### src/rtl/core/tad_pkg.sv
package tad_pkg;

    localparam int unsigned SAMPLE_BITS_DEF  = 10;
    localparam int unsigned CORDIC_STEPS_DEF = 16;

    localparam int unsigned ITER_W     = 5;
    localparam int unsigned ANGLE_W    = 16;
    localparam int unsigned MAG_W      = 15;
    localparam int unsigned RAD_DEG_W  = 22;
    localparam int unsigned PROD_W     = MAG_W + RAD_DEG_W;
    localparam int unsigned DEG_SHIFT  = 30;
    localparam int unsigned LIMIT_W    = 7;
    localparam int unsigned DEG_W      = 8;
    localparam int unsigned CFG_ADDR_W = 2;
    localparam int unsigned OUT_W      = 24;

    localparam logic [RAD_DEG_W-1:0] RAD_TO_DEG_Q16 = 22'd3754936;
    localparam logic [LIMIT_W-1:0]   DEG_MAX        = 7'd90;
    localparam logic [LIMIT_W-1:0]   LIMIT_RESET    = 7'd30;

    localparam int unsigned X_OFF_RESET = 502;
    localparam int unsigned Y_OFF_RESET = 497;
    localparam int unsigned Z_OFF_RESET = 512;

    localparam logic [CFG_ADDR_W-1:0] REG_X_OFF = 2'd0;
    localparam logic [CFG_ADDR_W-1:0] REG_Y_OFF = 2'd1;
    localparam logic [CFG_ADDR_W-1:0] REG_Z_OFF = 2'd2;
    localparam logic [CFG_ADDR_W-1:0] REG_LIMIT = 2'd3;

    typedef struct packed {
        logic              load;
        logic              square;
        logic              sqrt_load;
        logic              sqrt_step;
        logic              cordic_load;
        logic              cordic_step;
        logic [ITER_W-1:0] iter;
        logic              deg_load;
        logic              out_load;
    } t_dp_cmd;

    function automatic logic [ANGLE_W-1:0] atan_q14(input logic [ITER_W-1:0] idx);
        logic [ANGLE_W-1:0] v;
        case (idx)
            5'd0:    v = 16'd12868;
            5'd1:    v = 16'd7596;
            5'd2:    v = 16'd4014;
            5'd3:    v = 16'd2037;
            5'd4:    v = 16'd1023;
            5'd5:    v = 16'd512;
            5'd6:    v = 16'd256;
            5'd7:    v = 16'd128;
            5'd8:    v = 16'd64;
            5'd9:    v = 16'd32;
            5'd10:   v = 16'd16;
            5'd11:   v = 16'd8;
            5'd12:   v = 16'd4;
            5'd13:   v = 16'd2;
            5'd14:   v = 16'd1;
            default: v = 16'd0;
        endcase
        return v;
    endfunction

endpackage

### src/rtl/core/tad_ctrl.sv
module tad_ctrl
    import tad_pkg::*;
#(
    parameter int unsigned SAMPLE_BITS  = SAMPLE_BITS_DEF,
    parameter int unsigned CORDIC_STEPS = CORDIC_STEPS_DEF
) (
    input  logic    i_clk,
    input  logic    i_rst_n,
    input  logic    i_s_valid,
    output logic    o_s_ready,
    output logic    o_m_valid,
    input  logic    i_m_ready,
    output t_dp_cmd o_cmd
);

    localparam int unsigned SQRT_STEPS = SAMPLE_BITS + 9;

    localparam logic [2:0] ST_IDLE    = 3'd0;
    localparam logic [2:0] ST_SQUARE  = 3'd1;
    localparam logic [2:0] ST_SQRT_LD = 3'd2;
    localparam logic [2:0] ST_SQRT    = 3'd3;
    localparam logic [2:0] ST_CORD_LD = 3'd4;
    localparam logic [2:0] ST_CORDIC  = 3'd5;
    localparam logic [2:0] ST_DEG     = 3'd6;
    localparam logic [2:0] ST_FINISH  = 3'd7;

    logic [2:0]        r_state, n_state;
    logic [ITER_W-1:0] r_cnt, n_cnt;
    logic              r_m_valid, n_m_valid;

    always_comb begin
        n_state = r_state;
        n_cnt   = r_cnt;
        o_cmd   = '0;
        o_cmd.iter = r_cnt;
        unique case (r_state)
            ST_IDLE: begin
                if (i_s_valid) begin
                    o_cmd.load = 1'b1;
                    n_state    = ST_SQUARE;
                end
            end
            ST_SQUARE: begin
                o_cmd.square = 1'b1;
                n_state      = ST_SQRT_LD;
            end
            ST_SQRT_LD: begin
                o_cmd.sqrt_load = 1'b1;
                n_cnt           = '0;
                n_state         = ST_SQRT;
            end
            ST_SQRT: begin
                o_cmd.sqrt_step = 1'b1;
                if (r_cnt == ITER_W'(SQRT_STEPS - 1)) begin
                    n_cnt   = '0;
                    n_state = ST_CORD_LD;
                end else begin
                    n_cnt = r_cnt + 1'b1;
                end
            end
            ST_CORD_LD: begin
                o_cmd.cordic_load = 1'b1;
                n_cnt             = '0;
                n_state           = ST_CORDIC;
            end
            ST_CORDIC: begin
                o_cmd.cordic_step = 1'b1;
                if (r_cnt == ITER_W'(CORDIC_STEPS - 1)) begin
                    n_cnt   = '0;
                    n_state = ST_DEG;
                end else begin
                    n_cnt = r_cnt + 1'b1;
                end
            end
            ST_DEG: begin
                o_cmd.deg_load = 1'b1;
                n_state        = ST_FINISH;
            end
            ST_FINISH: begin
                if (!r_m_valid || i_m_ready) begin
                    o_cmd.out_load = 1'b1;
                    n_state        = ST_IDLE;
                end
            end
            default: n_state = ST_IDLE;
        endcase
    end

    always_comb begin
        if (o_cmd.out_load) begin
            n_m_valid = 1'b1;
        end else if (i_m_ready) begin
            n_m_valid = 1'b0;
        end else begin
            n_m_valid = r_m_valid;
        end
    end

    always_ff @(posedge i_clk) begin
        if (!i_rst_n) begin
            r_state   <= ST_IDLE;
            r_cnt     <= '0;
            r_m_valid <= 1'b0;
        end else begin
            r_state   <= n_state;
            r_cnt     <= n_cnt;
            r_m_valid <= n_m_valid;
        end
    end

    assign o_s_ready = (r_state == ST_IDLE);
    assign o_m_valid = r_m_valid;

endmodule

### src/rtl/core/tad_lane.sv
module tad_lane
    import tad_pkg::*;
#(
    parameter int unsigned SAMPLE_BITS = SAMPLE_BITS_DEF
) (
    input  logic                      i_clk,
    input  t_dp_cmd                   i_cmd,
    input  logic [2*SAMPLE_BITS:0]    i_sq_sum,
    input  logic signed [SAMPLE_BITS:0] i_num,
    input  logic [LIMIT_W-1:0]        i_limit,
    output logic signed [DEG_W-1:0]   o_deg,
    output logic                      o_over
);

    localparam int unsigned ROOT_W = SAMPLE_BITS + 9;
    localparam int unsigned RAD_W  = 2 * ROOT_W;
    localparam int unsigned CW     = SAMPLE_BITS + 12;

    logic [RAD_W-1:0]  r_rad, n_rad;
    logic [ROOT_W:0]   r_rem, n_rem;
    logic [ROOT_W-1:0] r_root, n_root;
    logic [ROOT_W+2:0] w_rem_t, w_trial, w_diff;
    logic              w_ge;

    logic signed [CW-1:0]      r_x, r_y, n_x, n_y;
    logic signed [ANGLE_W-1:0] r_z, n_z;
    logic signed [CW-1:0]      w_xs, w_ys;
    logic                      w_y_pos, w_y_neg;
    logic [ANGLE_W-1:0]        w_atan;

    logic [ANGLE_W-1:0]  w_z_abs;
    logic [MAG_W-1:0]    w_mag;
    logic [PROD_W-1:0]   w_prod, r_m;
    logic                r_neg;
    logic [LIMIT_W-1:0]  w_deg_u, w_deg_c;
    logic signed [DEG_W-1:0] w_deg_pos;

    assign w_rem_t = {r_rem, r_rad[RAD_W-1 -: 2]};
    assign w_trial = {1'b0, r_root, 2'b01};
    assign w_ge    = (w_rem_t >= w_trial);
    assign w_diff  = w_rem_t - w_trial;
    assign n_rem   = w_ge ? w_diff[ROOT_W:0] : w_rem_t[ROOT_W:0];
    assign n_root  = {r_root[ROOT_W-2:0], w_ge};
    assign n_rad   = {r_rad[RAD_W-3:0], 2'b00};

    always_ff @(posedge i_clk) begin
        if (i_cmd.sqrt_load) begin
            r_rad  <= {1'b0, i_sq_sum, 16'd0};
            r_rem  <= '0;
            r_root <= '0;
        end else if (i_cmd.sqrt_step) begin
            r_rad  <= n_rad;
            r_rem  <= n_rem;
            r_root <= n_root;
        end
    end

    assign w_xs    = r_x >>> i_cmd.iter;
    assign w_ys    = r_y >>> i_cmd.iter;
    assign w_y_neg = r_y[CW-1];
    assign w_y_pos = !r_y[CW-1] && (r_y != '0);
    assign w_atan  = atan_q14(i_cmd.iter);

    always_comb begin
        n_x = r_x;
        n_y = r_y;
        n_z = r_z;
        if (w_y_pos) begin
            n_x = r_x + w_ys;
            n_y = r_y - w_xs;
            n_z = r_z + $signed(w_atan);
        end else if (w_y_neg) begin
            n_x = r_x - w_ys;
            n_y = r_y + w_xs;
            n_z = r_z - $signed(w_atan);
        end
    end

    always_ff @(posedge i_clk) begin
        if (i_cmd.cordic_load) begin
            r_x <= $signed({3'b000, r_root});
            r_y <= $signed({{3{i_num[SAMPLE_BITS]}}, i_num, 8'd0});
            r_z <= '0;
        end else if (i_cmd.cordic_step) begin
            r_x <= n_x;
            r_y <= n_y;
            r_z <= n_z;
        end
    end

    assign w_z_abs = r_z[ANGLE_W-1] ? 16'(-r_z) : 16'(r_z);
    assign w_mag   = w_z_abs[MAG_W-1:0];
    assign w_prod  = w_mag * RAD_TO_DEG_Q16;

    always_ff @(posedge i_clk) begin
        if (i_cmd.deg_load) begin
            r_m   <= w_prod;
            r_neg <= r_z[ANGLE_W-1];
        end
    end

    assign w_deg_u   = r_m[PROD_W-1:DEG_SHIFT];
    assign w_deg_c   = (w_deg_u > DEG_MAX) ? DEG_MAX : w_deg_u;
    assign w_deg_pos = $signed({1'b0, w_deg_c});
    assign o_deg     = r_neg ? -w_deg_pos : w_deg_pos;
    assign o_over    = (r_m > {i_limit, {DEG_SHIFT{1'b0}}});

endmodule

### src/rtl/core/tad_dp.sv
module tad_dp
    import tad_pkg::*;
#(
    parameter int unsigned SAMPLE_BITS = SAMPLE_BITS_DEF
) (
    input  logic                    i_clk,
    input  logic                    i_rst_n,
    input  t_dp_cmd                 i_cmd,
    input  logic                    i_cfg_we,
    input  logic [CFG_ADDR_W-1:0]   i_cfg_addr,
    input  logic [SAMPLE_BITS-1:0]  i_cfg_wdata,
    input  logic [SAMPLE_BITS-1:0]  i_x,
    input  logic [SAMPLE_BITS-1:0]  i_y,
    input  logic [SAMPLE_BITS-1:0]  i_z,
    output logic signed [DEG_W-1:0] o_pitch,
    output logic signed [DEG_W-1:0] o_roll,
    output logic                    o_level
);

    localparam int unsigned SB   = SAMPLE_BITS;
    localparam int unsigned SQ_W = 2 * SB + 1;

    logic [SB-1:0]      r_x_off, r_y_off, r_z_off;
    logic [LIMIT_W-1:0] r_limit;
    logic               r_prior;

    logic signed [SB:0]     r_dx, r_dy, r_dz, n_dx, n_dy, n_dz;
    logic signed [2*SB+1:0] w_x2, w_y2, w_z2;
    logic [2*SB-1:0]        r_x2, r_y2, r_z2;
    logic [SQ_W-1:0]        w_sum_p, w_sum_r;

    logic signed [DEG_W-1:0] w_pitch, w_roll, r_pitch, r_roll;
    logic                    w_over_p, w_over_r, w_tilt;
    logic                    r_level;

    always_ff @(posedge i_clk) begin
        if (!i_rst_n) begin
            r_x_off <= SB'(X_OFF_RESET);
            r_y_off <= SB'(Y_OFF_RESET);
            r_z_off <= SB'(Z_OFF_RESET);
            r_limit <= LIMIT_RESET;
        end else if (i_cfg_we) begin
            unique case (i_cfg_addr)
                REG_X_OFF: r_x_off <= i_cfg_wdata;
                REG_Y_OFF: r_y_off <= i_cfg_wdata;
                REG_Z_OFF: r_z_off <= i_cfg_wdata;
                REG_LIMIT: r_limit <= i_cfg_wdata[LIMIT_W-1:0];
            endcase
        end
    end

    assign n_dx = $signed({1'b0, i_x}) - $signed({1'b0, r_x_off});
    assign n_dy = $signed({1'b0, i_y}) - $signed({1'b0, r_y_off});
    assign n_dz = $signed({1'b0, i_z}) - $signed({1'b0, r_z_off});

    assign w_x2 = r_dx * r_dx;
    assign w_y2 = r_dy * r_dy;
    assign w_z2 = r_dz * r_dz;

    always_ff @(posedge i_clk) begin
        if (i_cmd.load) begin
            r_dx <= n_dx;
            r_dy <= n_dy;
            r_dz <= n_dz;
        end
        if (i_cmd.square) begin
            r_x2 <= w_x2[2*SB-1:0];
            r_y2 <= w_y2[2*SB-1:0];
            r_z2 <= w_z2[2*SB-1:0];
        end
    end

    assign w_sum_p = {1'b0, r_y2} + {1'b0, r_z2};
    assign w_sum_r = {1'b0, r_x2} + {1'b0, r_z2};

    tad_lane #(
        .SAMPLE_BITS(SAMPLE_BITS)
    ) u_pitch (
        .i_clk    (i_clk),
        .i_cmd    (i_cmd),
        .i_sq_sum (w_sum_p),
        .i_num    (r_dx),
        .i_limit  (r_limit),
        .o_deg    (w_pitch),
        .o_over   (w_over_p)
    );

    tad_lane #(
        .SAMPLE_BITS(SAMPLE_BITS)
    ) u_roll (
        .i_clk    (i_clk),
        .i_cmd    (i_cmd),
        .i_sq_sum (w_sum_r),
        .i_num    (r_dy),
        .i_limit  (r_limit),
        .o_deg    (w_roll),
        .o_over   (w_over_r)
    );

    assign w_tilt = w_over_p || w_over_r;

    always_ff @(posedge i_clk) begin
        if (!i_rst_n) begin
            r_prior <= 1'b0;
        end else if (i_cmd.out_load) begin
            r_prior <= w_tilt;
        end
    end

    always_ff @(posedge i_clk) begin
        if (i_cmd.out_load) begin
            r_pitch <= w_pitch;
            r_roll  <= w_roll;
            r_level <= !(w_tilt && r_prior);
        end
    end

    assign o_pitch = r_pitch;
    assign o_roll  = r_roll;
    assign o_level = r_level;

endmodule

### src/rtl/core/accel_tilt_angle_detector.sv
// Channel    Direction  Handshake                           Payload
// s_axis     in         i_s_axis_tvalid / o_s_axis_tready   x, y, z sample codes
// m_axis     out        o_m_axis_tvalid / i_m_axis_tready   pitch, roll, level
// cfg        in         i_cfg_we                            register index, write data
//
// Each sample runs through the bit-per-cycle square root (SAMPLE_BITS + 9 steps)
// followed by the CORDIC vectoring pass (CORDIC_STEPS steps) before the next sample
// is accepted; both axes run in parallel lanes. Reset restores the register defaults
// and clears the tilt history.
// A result held in the output register does not block the next sample; only a new
// result waits while the previous one is still unclaimed.
module accel_tilt_angle_detector
    import tad_pkg::*;
#(
    parameter int unsigned SAMPLE_BITS  = SAMPLE_BITS_DEF,
    parameter int unsigned CORDIC_STEPS = CORDIC_STEPS_DEF
) (
    input  logic                   i_clk,
    input  logic                   i_rst_n,
    input  logic                   i_s_axis_tvalid,
    output logic                   o_s_axis_tready,
    // x_sample, y_sample, z_sample
    input  logic [((3*SAMPLE_BITS+7)/8)*8-1:0] i_s_axis_tdata,
    output logic                   o_m_axis_tvalid,
    input  logic                   i_m_axis_tready,
    // pitch_deg, roll_deg, level
    output logic [OUT_W-1:0]       o_m_axis_tdata,
    input  logic                   i_cfg_we,
    input  logic [CFG_ADDR_W-1:0]  i_cfg_addr,
    input  logic [SAMPLE_BITS-1:0] i_cfg_wdata
);

    localparam int unsigned SB = SAMPLE_BITS;

    t_dp_cmd                 w_cmd;
    logic signed [DEG_W-1:0] w_pitch, w_roll;
    logic                    w_level;

    tad_ctrl #(
        .SAMPLE_BITS  (SAMPLE_BITS),
        .CORDIC_STEPS (CORDIC_STEPS)
    ) u_ctrl (
        .i_clk     (i_clk),
        .i_rst_n   (i_rst_n),
        .i_s_valid (i_s_axis_tvalid),
        .o_s_ready (o_s_axis_tready),
        .o_m_valid (o_m_axis_tvalid),
        .i_m_ready (i_m_axis_tready),
        .o_cmd     (w_cmd)
    );

    tad_dp #(
        .SAMPLE_BITS(SAMPLE_BITS)
    ) u_dp (
        .i_clk       (i_clk),
        .i_rst_n     (i_rst_n),
        .i_cmd       (w_cmd),
        .i_cfg_we    (i_cfg_we),
        .i_cfg_addr  (i_cfg_addr),
        .i_cfg_wdata (i_cfg_wdata),
        .i_x         (i_s_axis_tdata[SB-1:0]),
        .i_y         (i_s_axis_tdata[2*SB-1:SB]),
        .i_z         (i_s_axis_tdata[3*SB-1:2*SB]),
        .o_pitch     (w_pitch),
        .o_roll      (w_roll),
        .o_level     (w_level)
    );

    assign o_m_axis_tdata = {{(OUT_W-2*DEG_W-1){1'b0}}, w_level, w_roll, w_pitch};

endmodule

### config.mk
export PLATFORM = sky130hd
export DESIGN_NAME = accel_tilt_angle_detector
export DESIGN_NICKNAME = d
export VERILOG_FILES = /design/src/rtl/core/tad_pkg.sv /design/src/rtl/core/tad_ctrl.sv /design/src/rtl/core/tad_lane.sv /design/src/rtl/core/tad_dp.sv /design/src/rtl/core/accel_tilt_angle_detector.sv
export SDC_FILE = /design/constraint.sdc
export NUM_CORES = 2
export LEC_CHECK = 0
export BUFFER_PORTS_ARGS = -buffer_cell sky130_fd_sc_hd__buf_2
export CAP_MARGIN = 15
export CORE_MARGIN = 2
export CORE_UTILIZATION = 65
export CTS_CLUSTER_SIZE = 40
export DETAILED_ROUTE_END_ITERATION = 7
export PLACE_DENSITY = 0.82
export SYNTH_ARGS = -nofsm -noshare
export SYNTH_HDL_FRONTEND = slang
export SYNTH_SLANG_ARGS = --single-unit
### constraint.sdc
create_clock -name i_clk -period 14.4 [get_ports i_clk]
set_clock_uncertainty 0.1 [all_clocks]
set_input_delay 1.44 -clock i_clk [delete_from_list [all_inputs] [get_ports i_clk]]
set_output_delay 1.44 -clock i_clk [all_outputs]
set_load 0.01 [all_outputs]
== Word level (Yosys, flattened, before mapping) ==
Memory sizes are Yosys's and may differ from the RTL's. A register that Yosys moved wholly into a read port is not among the register bits.
Cells that the tools add are included.

* Flip-flop bits (word level): 469
* Memory bits (read-only): 448
* Bits of input ports: 49
* Output and inout bits: 26
* Word-level logic and storage cells: 189
* Memories kept: 2

* Add/sub/neg operators: 24
* Multipliers: 5
* $lt $le $gt $ge: 6
* Eq/ne operators: 16
* Shift operators: 4
* Mux-type cells: 58
* Reduce and logical (&&, ||, !) cells: 31

{| class="wikitable"
|+ Memory list
! memory !! depth !! bits a word !! rd ports !! clocked after memory_dff !! write ports !! line !! RTL
|-
| (name not given) || 16 || 14 || 1 || 1 || 0 || tad_pkg.sv:44 || <nowiki>case (idx)</nowiki>
|-
| (name not given) || 16 || 14 || 1 || 1 || 0 || tad_pkg.sv:44 ||
|}

{| class="wikitable"
|+ Operator list
! kind !! count
|-
| 2-to-1 mux 22 bit || 12
|-
| 2-to-1 mux 37 bit || 4
|-
| 2-to-1 mux 16 bit || 6
|-
| adder 22 bit || 4
|-
| >>> shifter 22 x 5 -> 22 bit || 4
|-
| subtractor 22 bit || 4
|-
| 2-to-1 mux 19 bit || 4
|-
| > comparator 37 bit || 2
|-
| multiplier 15 x 19 -> 34 bit (second input constant) || 2
|-
| multiplier 11 x 11 -> 20 bit || 3
|-
| >= comparator 22 x 21 -> 1 bit || 2
|-
| nonzero test 22 bit || 2
|-
| adder 20 x 20 -> 21 bit || 2
|-
| 2-to-1 mux 20 bit || 2
|-
| subtractor 20 bit || 2
|-
| subtractor 10 x 10 -> 11 bit || 3
|-
| adder 16 bit || 2
|-
| subtractor 16 bit || 2
|-
| 2-to-1 mux 15 bit || 2
|-
| negation 15 bit || 2
|-
| 2-to-1 mux 7 bit || 4
|-
| case mux 3 bit (8 select lines) || 1
|-
| 2-to-1 mux 4 bit || 4
|-
| negation 7 -> 8 bit || 2
|-
| other kinds (25) || 67
|}

== Depth between registers and ports, before layout ==
* Depth in word-level cells: 6
* Mapped depth: 31
* Mapped depth without buffers: 31

== Modules after synthesis ==
From an unflattened synthesis, not the netlist that was laid out.

* Cell total of the unflattened synthesis: 6593
* Area total of the unflattened synthesis: 59781.1 sq um

{| class="wikitable"
|+ By module, submodules not included
! module !! instances !! cells an instance !! area each (sq um) !! sequential area each (sq um)
|-
| tad_lane at u_dp.u_roll || 1 || 2284 || 20264.4 || 4013.8
|-
| tad_lane at u_dp.u_pitch || 1 || 2228 || 19706.4 || 4013.8
|-
| tad_dp || 1 || 1988 || 19078.3 || 3973.8
|-
| tad_ctrl || 1 || 84 || 668.1 || 180.2
|-
| accel_tilt_angle_detector || 1 || 9 || 63.8 || 0.0
|}

== Worst setup path after synthesis ==
OpenSTA, ideal clock, no wires.

* Kind: register to register
* Start point: register u_dp.u_pitch.r_z[0]
* End point: register u_dp.u_pitch.r_m[35] (data pin)
* Library setup time: 0.264 ns
* Data arrival time: 7.454 ns
* Required time: 14.036 ns
* Path slack: 6.582 ns
* Cell stages (with the launch flop): 29
* Buffers on the path: 0
* Clock period less this slack: 7.818 ns
* Cell sequence: dfxtp_1 inv_1 ha_1 nand2_1 or3_1 o31ai_1 nand2_1 xor2_1 ha_1 inv_1 ha_1 inv_1 fa_1 fa_1 fa_1 inv_1 fa_1 fa_1 ha_1 and4_1 a221oi_1 o21ai_0 a221o_1 a2111oi_0 or3_1 o21ai_1 o41a_1 a221oi_1 xnor2_1

* Longest elaborated chain between the ends: 3

{| class="wikitable"
|+ RTL lines
! element !! line !! RTL
|-
| start: declaration || tad_lane.sv:26 || <nowiki>logic signed [ANGLE_W-1:0] r_z, n_z;</nowiki>
|-
| start signal: assignment || tad_lane.sv:87 || <nowiki>r_z <= n_z;</nowiki>
|-
| negation 15 bit || tad_lane.sv:91 || <nowiki>assign w_z_abs = r_z[ANGLE_W-1] ? 16'(-r_z) : 16'(r_z);</nowiki>
|-
| 2-to-1 mux 15 bit * || tad_lane.sv:91 ||
|-
| multiplier 15 x 19 -> 34 bit * || tad_lane.sv:93 || <nowiki>assign w_prod = w_mag * RAD_TO_DEG_Q16;</nowiki>
|-
| net u_dp.u_pitch.w_prod[35] || tad_lane.sv:33 || <nowiki>logic [PROD_W-1:0] w_prod, r_m;</nowiki>
|-
| end signal: assignment || tad_lane.sv:97 || <nowiki>r_m <= w_prod;</nowiki>
|-
| end: declaration || tad_lane.sv:33 ||
|}

Mark *: on every way through the listed nets, which the timed path passes. The rest lies on a longest branch.
A chain may end at the register's enable or synchronous reset.

== Worst setup path after layout ==
Ends and elaborated chain as after synthesis.

==> results list <==
* Most prevalent standard cell on the critical path: fa_1
* Number of warnings issued by yosys: 0
- Across every metal layer, demand over resource in global routing totals 0.3318.
* Hold Vio Cnt, Final: 0
* Fill cell instance count of the final layout: 6,725
* Most common cell after layout, fill and taps aside: inv_1
* Worst Max-Slew Pin Slew: 1.157 ns
- Largest net degree at the start of global routing: 95
- Dominant cells by area after synthesis: fa_1 17%, ha_1 15%, edfxtp_1 15%
* Share of synthesized area spent on multiplexers: 0.04252
- After clock tree synthesis, the clock-pin slew on the worst setup and hold paths is 0.07 ns.
- Post-Route WL: 149,000 µm
* Share of synthesized cell area in and, or, nand and nor gates: 0.1342
* Netlist area before placement: 58,140 µm²
* Fraction of the mapped netlist area in compound gates: 0.1507
- Core Box Area: 88,510 µm²
- Setup violations remaining at the end of the flow were counted as 0.
* Area growth from synthesis to layout: 5.466%
- The number of gates resized after CTS was 0.
- Drt pass-1 iters: 8
- Hold repair after CTS inserted 0 buffers.
* Post-layout minimum cycle time: 9.188 ns
- Setup repair after global routing left no endpoint under its margin.
- The number of antenna violations at the first check in global routing is 1.
* Detailed-route via count: 46,400
- In the layout the commonest cells are 942 x inv_1, 685 x ha_1, 529 x nand2_1.
* Wire length of the first global-routing pass: 242,700 µm
- Endpoint arrival time on the critical path: 9.49 ns
* Crit-path slowest cell: a2111oi_0
- Antenna diode count: 0
* Post-synthesis average cell area: 8.992 µm²
- For this design, the sink count on the clock tree is 480.
- DRC errors left: 0
- The number of setup buffers added after CTS is 0.
- Worst slew margin: 0.2280
- Dividing the final minimum period by the clock period gives 0.6380.
* Count of buffering cells on the critical path with inverters included: 4
- In this design, the largest share of critical-path delay is due to adder cells.
* Via count of the first global-routing pass: 46,760
* WS Path Type: reg -> reg
- Main combinational cell family by area after synthesis: adder cells
* Sequential fraction of the synthesis area: 0.2143
* Global placer's final weighted congestion: 1.020
- Layout cells sized above 1: 0.05363
- Largest stage delay, worst path: 0.66 ns
- Total of max-cap violations: 0
- Setup TNS: 0 ns
* Number of nets in the layout: 7,627
* Final Max Slew Viols: 0
* Clock root buffer: clkbuf_16
- Worst Hold Class: reg -> reg
- CTS tree: done
- Achievable Freq: 0.1088 GHz
- Result of the run: completed
- Clock Tree Buf Depth: 3
- Die Y-Extent: 303.1 µm
- Non-Filler Cell Area, Final: 61,320 µm²
- Dividing the detail-routed wire length by the instance count gives 19.61 µm.
- For this run the aggregate overflow at the end of global routing stands at 0.
- Vias per Instance: 6.106
- The worst setup path is captured at a flop.
- STA classifies the critical path startpoint as a flop.
* Inserted Clock Buffers: 56
* Maximum level of the CTS H-tree: 2
- Adder and majority cell fraction of the synthesized area: 0.3223
- Worst setup slack for register-to-register paths: 5.21 ns
- Number of different library cells in the post-synthesis netlist: 89
* Primary FF master, synth: edfxtp_1
* Number of nets with antenna violations after detailed routing: 0
- Once placement finished, the instance area stood at 59,290 µm².
- In the synthesized netlist the async set-or-reset flop fraction comes to 0.
- Most area-hungry cell type in the Yosys netlist: fa_1
- The count of buffers added on input and output ports is 65.
* Total die area: 91,860 µm²
- In this run the core area contains 109 standard-cell rows.
- Of the post-synthesis cell area, the dominant cell type holds 0.1749.
- In this run, the number of DRC markers left after iteration 0 of detailed routing was 4,166.
- Starting density of the core: 0.6569
- Across all hold checks on the routed design, the worst slack comes to 0.3575 ns.
* Worst Path Required: 14.70 ns
* Number of enable flip-flop cells after synthesis: 285
* Horiz. Die Dim: 303.1 µm
- Number of top-level pins: 75
- Summed over all nets, the half-perimeter wirelength after detailed placement is 116,000 µm.
- Synthesized netlist cell count: 6,466
* Later-pin clock latency in the skew report: 0.66 ns
- Xor/xnor cell area share of the yosys netlist: 0.05664
* Maximum fanout along the worst path: 9
* Number of storage elements in the synthesis netlist: 480
[worst paths after layout]
path / from / end / cells after the start
setup / recovery: u_dp.u_pitch.r_z[0] / u_dp.u_pitch.r_m[35] / 28
hold / removal: u_dp.r_z_off[2] / u_dp.r_z_off[2] / 2
setup reg to reg: u_dp.u_pitch.r_z[0] / u_dp.u_pitch.r_m[35] / 28
hold reg to reg: u_dp.r_z_off[2] / u_dp.r_z_off[2] / 2
[worst register-to-register path: cells and delay by family, from the launching register on]
family                     cells  cell delay [ns]
adders and majority gates      9             3.49
AOI/OAI and AO/OA              8             2.75
and+or+nand+nor                5             1.05
buffers and inverters          4             0.56
xor gates and xnor gates       2             0.51
DFF                            1             0.45
[through the flow]
| step | setup WS [ns] | util | cells |
|---|---|---|---|
| after detailed placement | 5.316 | 0.6699 | 7490 |
| after global placement | 5.457 | 0.6699 | 7490 |
| final | 5.212 | 0.6928 | 7598 |
| after CTS | 5.244 | 0.6923 | 7596 |
| after floorplan | 6.582 | - | 6472 |
| after global routing | 4.833 | 0.6928 | 7598 |
[synth_stat cells (148+ instances only)]
library cell  count
inv_1           943
ha_1            685
nand2_1         532
fa_1            508
a21oi_1         399
o21ai_0         385
nor2_1          351
edfxtp_1        285
xnor2_1         242
clkbuf_1        196
dfxtp_1         195
nand3_1         148
[cells by family (layout without fill, tap and decap cells)]
logic type | Yosys count | count (layout)
compound gates | 1402 | 1402
fa+ha+maj | 1193 | 1193
xor+xnor | 376 | 376
flops | 480 | 480
mux | 183 | 183
simple gates | 1629 | 1629
other cells | 1 | 7
buf+inv | 1202 | 1163
[registers in the layout, summed over array words and instances, names as in the netlist, 10 cells and up, named ones only]
| name | count |
|---|---|
| u_dp.r_dx | 11 |
| u_dp.r_dy | 11 |
| u_dp.r_dz | 11 |
| u_dp.r_x2 | 19 |
| u_dp.r_x_off | 10 |
| u_dp.r_y2 | 19 |
| u_dp.r_y_off | 10 |
| u_dp.r_z2 | 19 |
| u_dp.r_z_off | 10 |
| u_dp.u_pitch.r_m | 34 |
| u_dp.u_pitch.r_rad | 22 |
| u_dp.u_pitch.r_rem | 20 |
| u_dp.u_pitch.r_root | 19 |
| u_dp.u_pitch.r_x | 22 |
| u_dp.u_pitch.r_y | 22 |
| u_dp.u_pitch.r_z | 16 |
| u_dp.u_roll.r_m | 34 |
| u_dp.u_roll.r_rad | 22 |
| u_dp.u_roll.r_rem | 20 |
| u_dp.u_roll.r_root | 19 |
| u_dp.u_roll.r_x | 22 |
| u_dp.u_roll.r_y | 22 |
| u_dp.u_roll.r_z | 16 |
[final cells by class]
| cell class | count | area, µm² | share of cell area |
|---|---|---|---|
| multi-input cells | 4790 | 41150 | 0.6710 |
| repair buffers | 111 | 703.2 | 0.01147 |
| inverters | 946 | 3553 | 0.05795 |
| clock buffers | 77 | 1678 | 0.02736 |
| flip-flops and latches | 480 | 12480 | 0.2035 |
| well taps | 1165 | 1458 | 0.02377 |
| clock inverters | 29 | 302.8 | 0.004938 |
[routing by layer]
metal,global-route usage,vias to the layer above,share of wire
met3,0.05098,403,0.076
met1,0.4408,22300,0.41
li1,-,21930,-
met2,0.5347,1760,0.46
met5,0,-,0
met4,0.1574,0,0.053
Power is not shown: default switching activity piles up to over one toggle a cycle in this logic, so the estimate is an artifact.
